==> src/sv/afd_pkg.sv <==
// shared types and constants for the adpcm frame decoder
// no dependencies; used by the front, queue and back modules and the top level
package afd_pkg;

  localparam int DATA_W   = 8;
  localparam int IDX_W    = 5;
  localparam int COEF_W   = 16;
  localparam int SAMPLE_W = 16;
  localparam int POS_W    = 4;
  localparam int PAIR_W   = 4;
  localparam int REM_W    = 3;
  localparam int PROD_W   = 32;
  localparam int ACC_W    = 34;
  localparam int COEF_PAIRS = 16;

  localparam logic MODE_4BIT = 1'b0;
  localparam logic MODE_2BIT = 1'b1;

  localparam logic [POS_W-1:0] POS_HEADER   = 4'd0;
  localparam logic [POS_W-1:0] POS_FIRST    = 4'd1;
  localparam logic [POS_W-1:0] FINAL_POS_4B = 4'd8;
  localparam logic [POS_W-1:0] FINAL_POS_2B = 4'd4;

  localparam logic [REM_W-1:0] SAMPLES_4B = 3'd2;
  localparam logic [REM_W-1:0] SAMPLES_2B = 3'd4;

  localparam int SHIFT_4B   = 11;
  localparam int SHIFT_2B   = 13;
  localparam int FRAC_SHIFT = 11;

  localparam logic [PAIR_W-1:0] SCALE_NEG = 4'hf;

  typedef logic signed [ACC_W-1:0] acc_t;

  localparam acc_t SAT_MAX = 34'sd32767;
  localparam acc_t SAT_MIN = -34'sd32768;

  typedef enum logic [1:0] {
    KIND_LOAD   = 2'd0,
    KIND_HEADER = 2'd1,
    KIND_DATA   = 2'd2
  } kind_t;

  // one classified item as it travels from front to back
  typedef struct packed {
    kind_t                     kind;
    logic [DATA_W-1:0]         data_byte;
    logic [IDX_W-1:0]          coef_index;
    logic signed [COEF_W-1:0]  coef_value;
    logic                      mode;
    logic                      frame_done;
  } entry_t;

endpackage

==> src/sv/afd_ram.sv <==
// generic single write port ram with registered read
// no dependencies
module afd_ram #(
  parameter int WIDTH = 16,
  parameter int DEPTH = 16
) (
  input  logic                     clk,
  input  logic                     we,
  input  logic [$clog2(DEPTH)-1:0] waddr,
  input  logic [WIDTH-1:0]         wdata,
  input  logic [$clog2(DEPTH)-1:0] raddr,
  output logic [WIDTH-1:0]         rdata
);

  logic [WIDTH-1:0] mem [DEPTH];
  logic [WIDTH-1:0] rdata_r;

  always_ff @(posedge clk) begin
    if (we) begin
      mem[waddr] <= wdata;
    end
    rdata_r <= mem[raddr];
  end

  assign rdata = rdata_r;

endmodule

==> src/sv/afd_front.sv <==
// front end: accepts stream items and tags them as load, header or data
// depends on afd_pkg
module afd_front (
  input  logic                              clk,
  input  logic                              rst_n,
  input  logic                              in_valid,
  output logic                              in_stall,
  input  logic                              in_command,
  input  logic [afd_pkg::DATA_W-1:0]        in_data_byte,
  input  logic [afd_pkg::IDX_W-1:0]         in_coef_index,
  input  logic signed [afd_pkg::COEF_W-1:0] in_coef_value,
  input  logic                              code_mode,
  input  logic                              q_full,
  output logic                              push,
  output afd_pkg::entry_t                   entry
);

  logic [afd_pkg::POS_W-1:0] pos_r, pos_nxt;
  logic [afd_pkg::POS_W-1:0] final_pos;
  logic                      done;

  assign in_stall  = q_full;
  assign push      = in_valid && !q_full;
  assign final_pos = (code_mode == afd_pkg::MODE_2BIT) ? afd_pkg::FINAL_POS_2B
                                                       : afd_pkg::FINAL_POS_4B;
  // a byte at or past the final position closes the frame
  assign done      = (pos_r >= final_pos);

  always_comb begin
    entry.data_byte  = in_data_byte;
    entry.coef_index = in_coef_index;
    entry.coef_value = in_coef_value;
    entry.mode       = code_mode;
    entry.frame_done = done;
    pos_nxt          = pos_r;
    if (in_command) begin
      entry.kind = afd_pkg::KIND_LOAD;
    end else if (pos_r == afd_pkg::POS_HEADER) begin
      entry.kind = afd_pkg::KIND_HEADER;
      pos_nxt    = afd_pkg::POS_FIRST;
    end else begin
      entry.kind = afd_pkg::KIND_DATA;
      pos_nxt    = done ? afd_pkg::POS_HEADER : pos_r + afd_pkg::POS_FIRST;
    end
  end

  always_ff @(posedge clk) begin
    if (!rst_n) begin
      pos_r <= afd_pkg::POS_HEADER;
    end else if (push) begin
      pos_r <= pos_nxt;
    end
  end

endmodule

==> src/sv/afd_queue.sv <==
// short fifo of classified items between front and back
// depends on afd_pkg
module afd_queue #(
  parameter int DEPTH = 2
) (
  input  logic            clk,
  input  logic            rst_n,
  input  logic            push,
  input  afd_pkg::entry_t wr_entry,
  input  logic            pop,
  output afd_pkg::entry_t rd_entry,
  output logic            full,
  output logic            empty
);

  localparam int PW = $clog2(DEPTH);
  localparam int CW = $clog2(DEPTH + 1);

  afd_pkg::entry_t slot_r [DEPTH];
  logic [PW-1:0]   wr_ptr_r, rd_ptr_r;
  logic [CW-1:0]   count_r;

  assign full     = (count_r == CW'(DEPTH));
  assign empty    = (count_r == '0);
  assign rd_entry = slot_r[rd_ptr_r];

  always_ff @(posedge clk) begin
    if (push) begin
      slot_r[wr_ptr_r] <= wr_entry;
    end
  end

  always_ff @(posedge clk) begin
    if (!rst_n) begin
      wr_ptr_r <= '0;
      rd_ptr_r <= '0;
      count_r  <= '0;
    end else begin
      if (push) begin
        wr_ptr_r <= (wr_ptr_r == PW'(DEPTH - 1)) ? '0 : wr_ptr_r + PW'(1);
      end
      if (pop) begin
        rd_ptr_r <= (rd_ptr_r == PW'(DEPTH - 1)) ? '0 : rd_ptr_r + PW'(1);
      end
      if (push && !pop) begin
        count_r <= count_r + CW'(1);
      end else if (pop && !push) begin
        count_r <= count_r - CW'(1);
      end
    end
  end

endmodule

==> src/sv/afd_back.sv <==
// back end: coefficient table, predictor loop, history and result register
// depends on afd_pkg and afd_ram
module afd_back (
  input  logic                                clk,
  input  logic                                rst_n,
  input  afd_pkg::entry_t                     head,
  input  logic                                q_empty,
  output logic                                pop,
  output logic                                out_valid,
  input  logic                                out_stall,
  output logic signed [afd_pkg::SAMPLE_W-1:0] out_sample,
  output logic                                out_last,
  output logic                                out_frame_end
);

  typedef enum logic [3:0] {
    ST_IDLE  = 4'b0001,
    ST_FETCH = 4'b0010,
    ST_MUL   = 4'b0100,
    ST_SUM   = 4'b1000
  } state_t;

  localparam int AW = $clog2(afd_pkg::COEF_PAIRS);

  state_t state_r, state_nxt;

  logic [afd_pkg::PAIR_W-1:0]          scale_r, pair_r;
  logic [afd_pkg::DATA_W-1:0]          byte_r;
  logic                                mode_r, done_r;
  logic [afd_pkg::REM_W-1:0]           remain_r;
  logic signed [afd_pkg::SAMPLE_W-1:0] hist_last_r, hist_prev_r;
  logic signed [afd_pkg::PROD_W-1:0]   p0_r, p1_r;
  afd_pkg::acc_t                       dterm_r;
  logic                                out_valid_r, out_last_r, out_frame_end_r;
  logic signed [afd_pkg::SAMPLE_W-1:0] out_sample_r;

  logic                                load_we, even_we, odd_we;
  logic signed [afd_pkg::COEF_W-1:0]   c0, c1;
  logic signed [afd_pkg::SAMPLE_W-1:0] code_scaled;
  afd_pkg::acc_t                       code_ext, dterm, acc, shifted;
  logic signed [afd_pkg::SAMPLE_W-1:0] sat;
  logic                                out_free, out_load, last_sample;

  assign pop      = (state_r == ST_IDLE) && !q_empty;
  assign load_we  = pop && (head.kind == afd_pkg::KIND_LOAD);
  assign even_we  = load_we && !head.coef_index[0];
  assign odd_we   = load_we && head.coef_index[0];

  // even slots hold c0 of each pair, odd slots c1
  afd_ram #(.WIDTH(afd_pkg::COEF_W), .DEPTH(afd_pkg::COEF_PAIRS)) u_even_ram (
    .clk   (clk),
    .we    (even_we),
    .waddr (head.coef_index[afd_pkg::IDX_W-1:1]),
    .wdata (head.coef_value),
    .raddr (pair_r[AW-1:0]),
    .rdata (c0)
  );

  afd_ram #(.WIDTH(afd_pkg::COEF_W), .DEPTH(afd_pkg::COEF_PAIRS)) u_odd_ram (
    .clk   (clk),
    .we    (odd_we),
    .waddr (head.coef_index[afd_pkg::IDX_W-1:1]),
    .wdata (head.coef_value),
    .raddr (pair_r[AW-1:0]),
    .rdata (c1)
  );

  // scaled code and delta term: delta is a power of two, so this is a shift, negated when the scale is SCALE_NEG
  always_comb begin
    if (mode_r == afd_pkg::MODE_2BIT) begin
      code_scaled = afd_pkg::SAMPLE_W'(signed'(byte_r[7:6])) <<< afd_pkg::SHIFT_2B;
    end else begin
      code_scaled = afd_pkg::SAMPLE_W'(signed'(byte_r[7:4])) <<< afd_pkg::SHIFT_4B;
    end
    code_ext = afd_pkg::acc_t'(code_scaled);
    if (scale_r == afd_pkg::SCALE_NEG) begin
      dterm = -(code_ext <<< afd_pkg::SCALE_NEG);
    end else begin
      dterm = code_ext <<< scale_r;
    end
  end

  always_comb begin
    acc     = afd_pkg::acc_t'(p0_r) + afd_pkg::acc_t'(p1_r) + dterm_r;
    shifted = acc >>> afd_pkg::FRAC_SHIFT;
    if (shifted > afd_pkg::SAT_MAX) begin
      sat = afd_pkg::SAT_MAX[afd_pkg::SAMPLE_W-1:0];
    end else if (shifted < afd_pkg::SAT_MIN) begin
      sat = afd_pkg::SAT_MIN[afd_pkg::SAMPLE_W-1:0];
    end else begin
      sat = shifted[afd_pkg::SAMPLE_W-1:0];
    end
  end

  assign out_free    = !out_valid_r || !out_stall;
  assign out_load    = (state_r == ST_SUM) && out_free;
  assign last_sample = (remain_r == afd_pkg::REM_W'(1));

  always_comb begin
    state_nxt = state_r;
    case (state_r)
      ST_IDLE: begin
        if (pop && head.kind == afd_pkg::KIND_DATA) begin
          state_nxt = ST_FETCH;
        end
      end
      ST_FETCH: state_nxt = ST_MUL;
      ST_MUL:   state_nxt = ST_SUM;
      ST_SUM: begin
        if (out_load) begin
          state_nxt = last_sample ? ST_IDLE : ST_MUL;
        end
      end
      default:  state_nxt = ST_IDLE;
    endcase
  end

  always_ff @(posedge clk) begin
    if (!rst_n) begin
      state_r     <= ST_IDLE;
      scale_r     <= '0;
      pair_r      <= '0;
      hist_last_r <= '0;
      hist_prev_r <= '0;
      remain_r    <= '0;
      out_valid_r <= 1'b0;
    end else begin
      state_r <= state_nxt;
      if (pop && head.kind == afd_pkg::KIND_HEADER) begin
        scale_r <= head.data_byte[7:4];
        pair_r  <= head.data_byte[3:0];
      end
      if (pop && head.kind == afd_pkg::KIND_DATA) begin
        remain_r <= (head.mode == afd_pkg::MODE_2BIT) ? afd_pkg::SAMPLES_2B
                                                      : afd_pkg::SAMPLES_4B;
      end else if (out_load) begin
        remain_r <= remain_r - afd_pkg::REM_W'(1);
      end
      if (out_load) begin
        hist_prev_r <= hist_last_r;
        hist_last_r <= sat;
        out_valid_r <= 1'b1;
      end else if (!out_stall) begin
        out_valid_r <= 1'b0;
      end
    end
  end

  always_ff @(posedge clk) begin
    if (pop && head.kind == afd_pkg::KIND_DATA) begin
      byte_r <= head.data_byte;
      mode_r <= head.mode;
      done_r <= head.frame_done;
    end else if (out_load) begin
      byte_r <= (mode_r == afd_pkg::MODE_2BIT) ? {byte_r[5:0], 2'b00}
                                               : {byte_r[3:0], 4'b0000};
    end
    if (state_r == ST_MUL) begin
      p0_r    <= hist_last_r * c0;
      p1_r    <= hist_prev_r * c1;
      dterm_r <= dterm;
    end
    if (out_load) begin
      out_sample_r    <= sat;
      out_last_r      <= last_sample;
      out_frame_end_r <= last_sample && done_r;
    end
  end

  assign out_valid     = out_valid_r;
  assign out_sample    = out_sample_r;
  assign out_last      = out_last_r;
  assign out_frame_end = out_frame_end_r;

  a_frame_end_is_last: assert property (@(posedge clk) disable iff (!rst_n)
    out_valid_r && out_frame_end_r |-> out_last_r)
    else $error("frame end without last");

  a_remain_nonzero: assert property (@(posedge clk) disable iff (!rst_n)
    state_r != ST_IDLE |-> remain_r != '0)
    else $error("sample count ran out inside a byte");

  a_hist_shift: assert property (@(posedge clk) disable iff (!rst_n)
    out_load |=> hist_prev_r == $past(hist_last_r) && out_sample_r == hist_last_r)
    else $error("history not shifted with the sample");

  a_no_pop_busy: assert property (@(posedge clk) disable iff (!rst_n)
    state_r == ST_SUM && out_load && last_sample |=> state_r == ST_IDLE && !$past(pop))
    else $error("byte finished without return to idle");

endmodule

==> src/sv/adpcm_frame_decoder.sv <==
// two-tap adpcm frame decoder: one header byte then packed 4-bit or 2-bit codes
// a data byte is dequeued and its coefficient pair read, then each of its samples (two in 4-bit mode,
// four in 2-bit mode) runs the multiply-then-sum loop through the history, the sum step waiting while
// the output is stalled; header and load items finish at dequeue; no new item is taken until a byte is done
// reset (rst_n low, synchronous) clears frame position, history, scale, pair, mode
// and the queue; the coefficient table is not cleared and must be loaded first
module adpcm_frame_decoder #(
  parameter int QUEUE_DEPTH = 2
) (
  input  logic                                clk,
  input  logic                                rst_n,
  // configuration port
  input  logic                                cfg_wr_en,
  input  logic                                cfg_code_mode,
  // input channel
  input  logic                                in_valid,
  output logic                                in_stall,
  input  logic                                in_command,
  input  logic [afd_pkg::DATA_W-1:0]          in_data_byte,
  input  logic [afd_pkg::IDX_W-1:0]           in_coef_index,
  input  logic signed [afd_pkg::COEF_W-1:0]   in_coef_value,
  // result channel
  output logic                                out_valid,
  input  logic                                out_stall,
  output logic signed [afd_pkg::SAMPLE_W-1:0] out_sample,
  output logic                                out_last,
  output logic                                out_frame_end
);

  // code mode register; the user must write it only while the block is idle, the block does not enforce this
  logic            mode_r;

  // front to queue
  logic            push;
  afd_pkg::entry_t wr_entry;

  // queue to back
  afd_pkg::entry_t head;
  logic            q_full, q_empty, pop;

  always_ff @(posedge clk) begin
    if (!rst_n) begin
      mode_r <= afd_pkg::MODE_4BIT;
    end else if (cfg_wr_en) begin
      mode_r <= cfg_code_mode;
    end
  end

  // front: tracks byte position within the frame and tags each transfer
  afd_front u_front (
    .clk           (clk),
    .rst_n         (rst_n),
    .in_valid      (in_valid),
    .in_stall      (in_stall),
    .in_command    (in_command),
    .in_data_byte  (in_data_byte),
    .in_coef_index (in_coef_index),
    .in_coef_value (in_coef_value),
    .code_mode     (mode_r),
    .q_full        (q_full),
    .push          (push),
    .entry         (wr_entry)
  );

  // queue lets the front keep taking transfers while the back is busy
  afd_queue #(.DEPTH(QUEUE_DEPTH)) u_queue (
    .clk      (clk),
    .rst_n    (rst_n),
    .push     (push),
    .wr_entry (wr_entry),
    .pop      (pop),
    .rd_entry (head),
    .full     (q_full),
    .empty    (q_empty)
  );

  // back: coefficient loads, header latch and the predictor in stream order
  afd_back u_back (
    .clk           (clk),
    .rst_n         (rst_n),
    .head          (head),
    .q_empty       (q_empty),
    .pop           (pop),
    .out_valid     (out_valid),
    .out_stall     (out_stall),
    .out_sample    (out_sample),
    .out_last      (out_last),
    .out_frame_end (out_frame_end)
  );

endmodule
==> config.mk <==
export PLATFORM = sky130hd
export DESIGN_NAME = adpcm_frame_decoder
export DESIGN_NICKNAME = d
export VERILOG_FILES = /design/src/sv/afd_pkg.sv /design/src/sv/afd_ram.sv /design/src/sv/afd_front.sv /design/src/sv/afd_queue.sv /design/src/sv/afd_back.sv /design/src/sv/adpcm_frame_decoder.sv
export SDC_FILE = /design/constraint.sdc
export NUM_CORES = 2
export LEC_CHECK = 0
export BUFFER_PORTS_ARGS = -buffer_cell sky130_fd_sc_hd__buf_2
export CORE_UTILIZATION = 55
export CTS_CLUSTER_DIAMETER = 40
export DETAILED_ROUTE_END_ITERATION = 16
export PLACE_DENSITY = 0.71
export SLEW_MARGIN = 30
export SYNTH_ARGS = -nofsm -noshare
export SYNTH_HDL_FRONTEND = slang
export SYNTH_HIERARCHICAL = 1
export SYNTH_SLANG_ARGS = --single-unit
==> constraint.sdc <==
create_clock -name clk -period 17.5 [get_ports clk]
set_input_delay 1.75 -clock clk [delete_from_list [all_inputs] [get_ports clk]]
set_output_delay 1.75 -clock clk [all_outputs]
set_load 0.005 [all_outputs]
==> impl_metrics.env <==
export IMPL_groute_usage_overall=0.2408
export IMPL_clkSinkCount=782
export IMPL_layout_drive_gt1_share=0.1125
export IMPL_fmaxAchievable_ghz=0.1402
export IMPL_max_cap_violations=0
export IMPL_design_die_area_mm2=0.09330
export IMPL_layout_worst_path_cycle_share=0.4076
export IMPL_gp_congestion=0.8996
export IMPL_cts_setup_buffers=0
export IMPL_cts_clk_slew_worst_paths_ns=0.06
export IMPL_ctsLongestPathBuffers=3
export IMPL_critical_path_at_ns=7.47
export IMPL_hold_buffers=0
export IMPL_crit_required_ns=17.84
export IMPL_core_mm2=0.09056
export IMPL_antennaDiodeCount=0
export IMPL_hold_viol_final=0
export IMPL_groute_layer_met3_usage=0.03092
export IMPL_kind_of_critical_path="register to register"
export IMPL_synthesis_area_per_instance_um2=13.13
export IMPL_ys_top_cells_by_area="edfxtp_1, fa_1, ha_1"
export IMPL_routing_layer_with_the_top_usage_in_global_route="met2"
export IMPL_yosysUniqueCellTypes=82
export IMPL_die_width_um=305.5
export IMPL_placed_cells=4963
export IMPL_drt_iter0_markers=2330
export IMPL_worstHoldPathType="register to register"
export IMPL_synth_edff_count=692
export IMPL_timing_critical_path_to_type="register"
export IMPL_syn_nets=4655
export IMPL_yosys_area_top_type_share=0.4103
export IMPL_area_growth_pct=9.141
export IMPL_synth_ff_type="edfxtp_1"
export IMPL_pin_count=56
export IMPL_drc=0
export IMPL_crit_chain="nand2_1, fa_1, fa_1, fa_1, fa_1, inv_1, fa_1, inv_1, fa_1, inv_1, ha_1, a21o_1, a21o_1, a21oi_1, nand2_1, o211ai_1, a21o_1, a211oi_1, a2111o_1, o311a_1, a21o_1, a21oi_1, xnor2_1"
export IMPL_syn_area_mm2=0.05065
export IMPL_unrepaired_setup_endpoints_after_global_routing="no"
export IMPL_synth_top_cells_by_count="edfxtp_1, inv_1, fa_1"
export IMPL_fin_worst_skew_ns=0.09548
export IMPL_cts_made_buffers=96
export IMPL_cp_common_cell="fa_1"
export IMPL_layout_nets=4682
export IMPL_grt_max_degree=68
export IMPL_firstDrtPassIters=8
export IMPL_status="completed"
export IMPL_congestion_overflow_gr=0
export IMPL_slew_violations=0
export IMPL_synth_largest_area_cell="edfxtp_1"
export IMPL_worstSetupStartpointType="register"
export IMPL_critical_path_max_stage_delay_ns=0.73
export IMPL_grt_pass1_wl_um=172300
export IMPL_clk_root_buffer_cell="clkbuf_16"
export IMPL_grt_antenna_before_repair=2
export IMPL_vias_per_cell=5.668
export IMPL_setup_viol_count_final=0
export IMPL_clock_tree_htree_level_count=3
export IMPL_routedWlPerCell_um=20.98
export IMPL_async_flop_share=0
export IMPL_fill_count=6809
export IMPL_totalNegativeSetupSlack_ns=0
export IMPL_power_per_cell_area_mw_per_mm2=97.58
export IMPL_dp_hpwl_um=75280
export IMPL_row_count=110
export IMPL_portBuffers=55
export IMPL_total_leakage_power_nw=22.54
export IMPL_tightest_slew_ns=1.005
export IMPL_fin_crit_ns=7.134
export IMPL_cell_with_the_most_instances_after_synthesis="edfxtp_1"
export IMPL_die_y_um=305.5
export IMPL_critical_path_peak_fanout=16
export IMPL_worst_ir_drop_vdd_v=0.00009243
export IMPL_cts_tree="built"
export IMPL_cts_resized_gates=0
export IMPL_groute_layer_met2_usage=0.4001
export IMPL_via_count=29150
export IMPL_cp_slowest_cell="dfxtp_1"
export IMPL_initial_utilization=0.5592
export IMPL_clk_latency_ns=0.68
export IMPL_synth_seq_cells=782
export IMPL_timing_max_slew_rel_slack=0.3272
export IMPL_layoutNonFillerInstCount=5142
export IMPL_first_global_vias=30870
export IMPL_met1_usage=0.3335
export IMPL_yosysWarnings=6
export IMPL_netlist_instances=3858
export IMPL_postRouteWirelength_um=107900
export IMPL_antenna_left=0
export IMPL_ys_seq_area_frac=0.4459
cell families (layout without fill, tap and decap cells):
group,after synthesis,count (layout),share of synthesized area
flops,782,782,0.4459
xor+xnor,100,100,0.01729
compound gates,366,366,0.04906
fa+ha+maj,761,761,0.2689
mux,178,178,0.06912
buf+inv,790,898,0.06332
simple gates,881,881,0.08639
layer usage:
layer	routed length, µm	part of all wire
met5	15	0.00014
met3	6482	0.060
met1	45190	0.42
met2	53050	0.49
met4	3136	0.029
cells in the final DEF (no fill, tap or decap), types with 13 or more instances in the layout:
cell type and count:
nor2_1 92, nor2b_1 26, and2_1 260, fa_1 546
ha_1 215, a21boi_0 19, nand3_1 21, clkbuf_1 17
mux4_2 108, mux2i_1 16, edfxtp_1 692, buf_4 48
o21ai_0 51, nand2_1 365, and3_1 13, dfxtp_1 88
o311ai_1 14, inv_1 614, clkbuf_16 97, buf_2 55
a22oi_1 67, mux4_1 20, xor2_1 30, mux2_2 34
xnor2_1 70, nor3_1 19, nand2b_1 31, a21o_1 35
o21ai_1 20, a21oi_1 85
registers in the layout (all words and copies together) (netlist names), 8 cells and up, named ones only:
name / cells
u_back/u_odd_ram/mem: 256
u_back/byte_r: 8
u_back/u_odd_ram/rdata: 16
u_back/out_sample: 16
u_back/u_even_ram/mem: 256
u_back/u_even_ram/rdata: 16
u_back/dterm_r: 22
u_back/hist_prev_r: 16
u_queue/slot_r: 66
u_back/p0_r: 32
u_back/p1_r: 32
u_back/hist_last_r: 16
metrics by stage:
step | utilization | power [mW] | instance area [µm²] | worst slack [ns] | hold slack (ns)
after floorplan | - | 3.030 | 50650 | 10.85 | 0.4580
after global routing | 0.6104 | 5.608 | 55280 | 9.911 | 0.5096
after global placement | 0.5733 | 3.388 | 51920 | 10.39 | 0.4735
after detailed placement | 0.5734 | 3.408 | 51920 | 10.41 | 0.4784
final | 0.6104 | 5.394 | 55280 | 10.37 | 0.4860
after CTS | 0.6104 | 5.436 | 55280 | 10.40 | 0.4888
critical path, delay by kind of cell (launching register included):
kind | cells | cell delay (ns)
adder cells (fa/ha/maj) | 7 | 3.53
AO/OA/AOI/OAI | 10 | 2.11
flip-flops | 1 | 0.73
AND/OR/NAND/NOR | 2 | 0.28
buffers and inverters | 3 | 0.14
XOR/XNOR | 1 | 0.08
cell type report:
class | instances | area, µm² | share of cell area
inverters | 615 | 2310 | 0.04179
multi-input cells | 2286 | 24910 | 0.4506
clock inverters | 61 | 804.5 | 0.01455
well taps | 1176 | 1471 | 0.02662
clock buffers | 118 | 2546 | 0.04606
repair buffers | 104 | 646.9 | 0.01170
flip-flops and latches | 782 | 22590 | 0.4087
power by group:
part	switching, mW	leakage [nW]	internal, mW	total [mW]
logic	0.582	14.0	0.356	0.938
clock network	0.812	1.60	1.21	2.02
registers	0.215	6.92	2.22	2.44
final timing paths:
check / to / depth (start not counted) / slack, ns / startpoint
setup / recovery: u_back/p0_r[30] / 23 / 10.37 / u_back/u_even_ram/rdata[1]
hold / removal: u_front/pos_r[1] / 2 / 0.49 / u_front/pos_r[1]
setup reg to reg: u_back/p0_r[30] / 23 / 10.37 / u_back/u_even_ram/rdata[1]
hold reg to reg: u_front/pos_r[1] / 2 / 0.49 / u_front/pos_r[1]
Note: power is estimated with default switching activity, not from simulation.
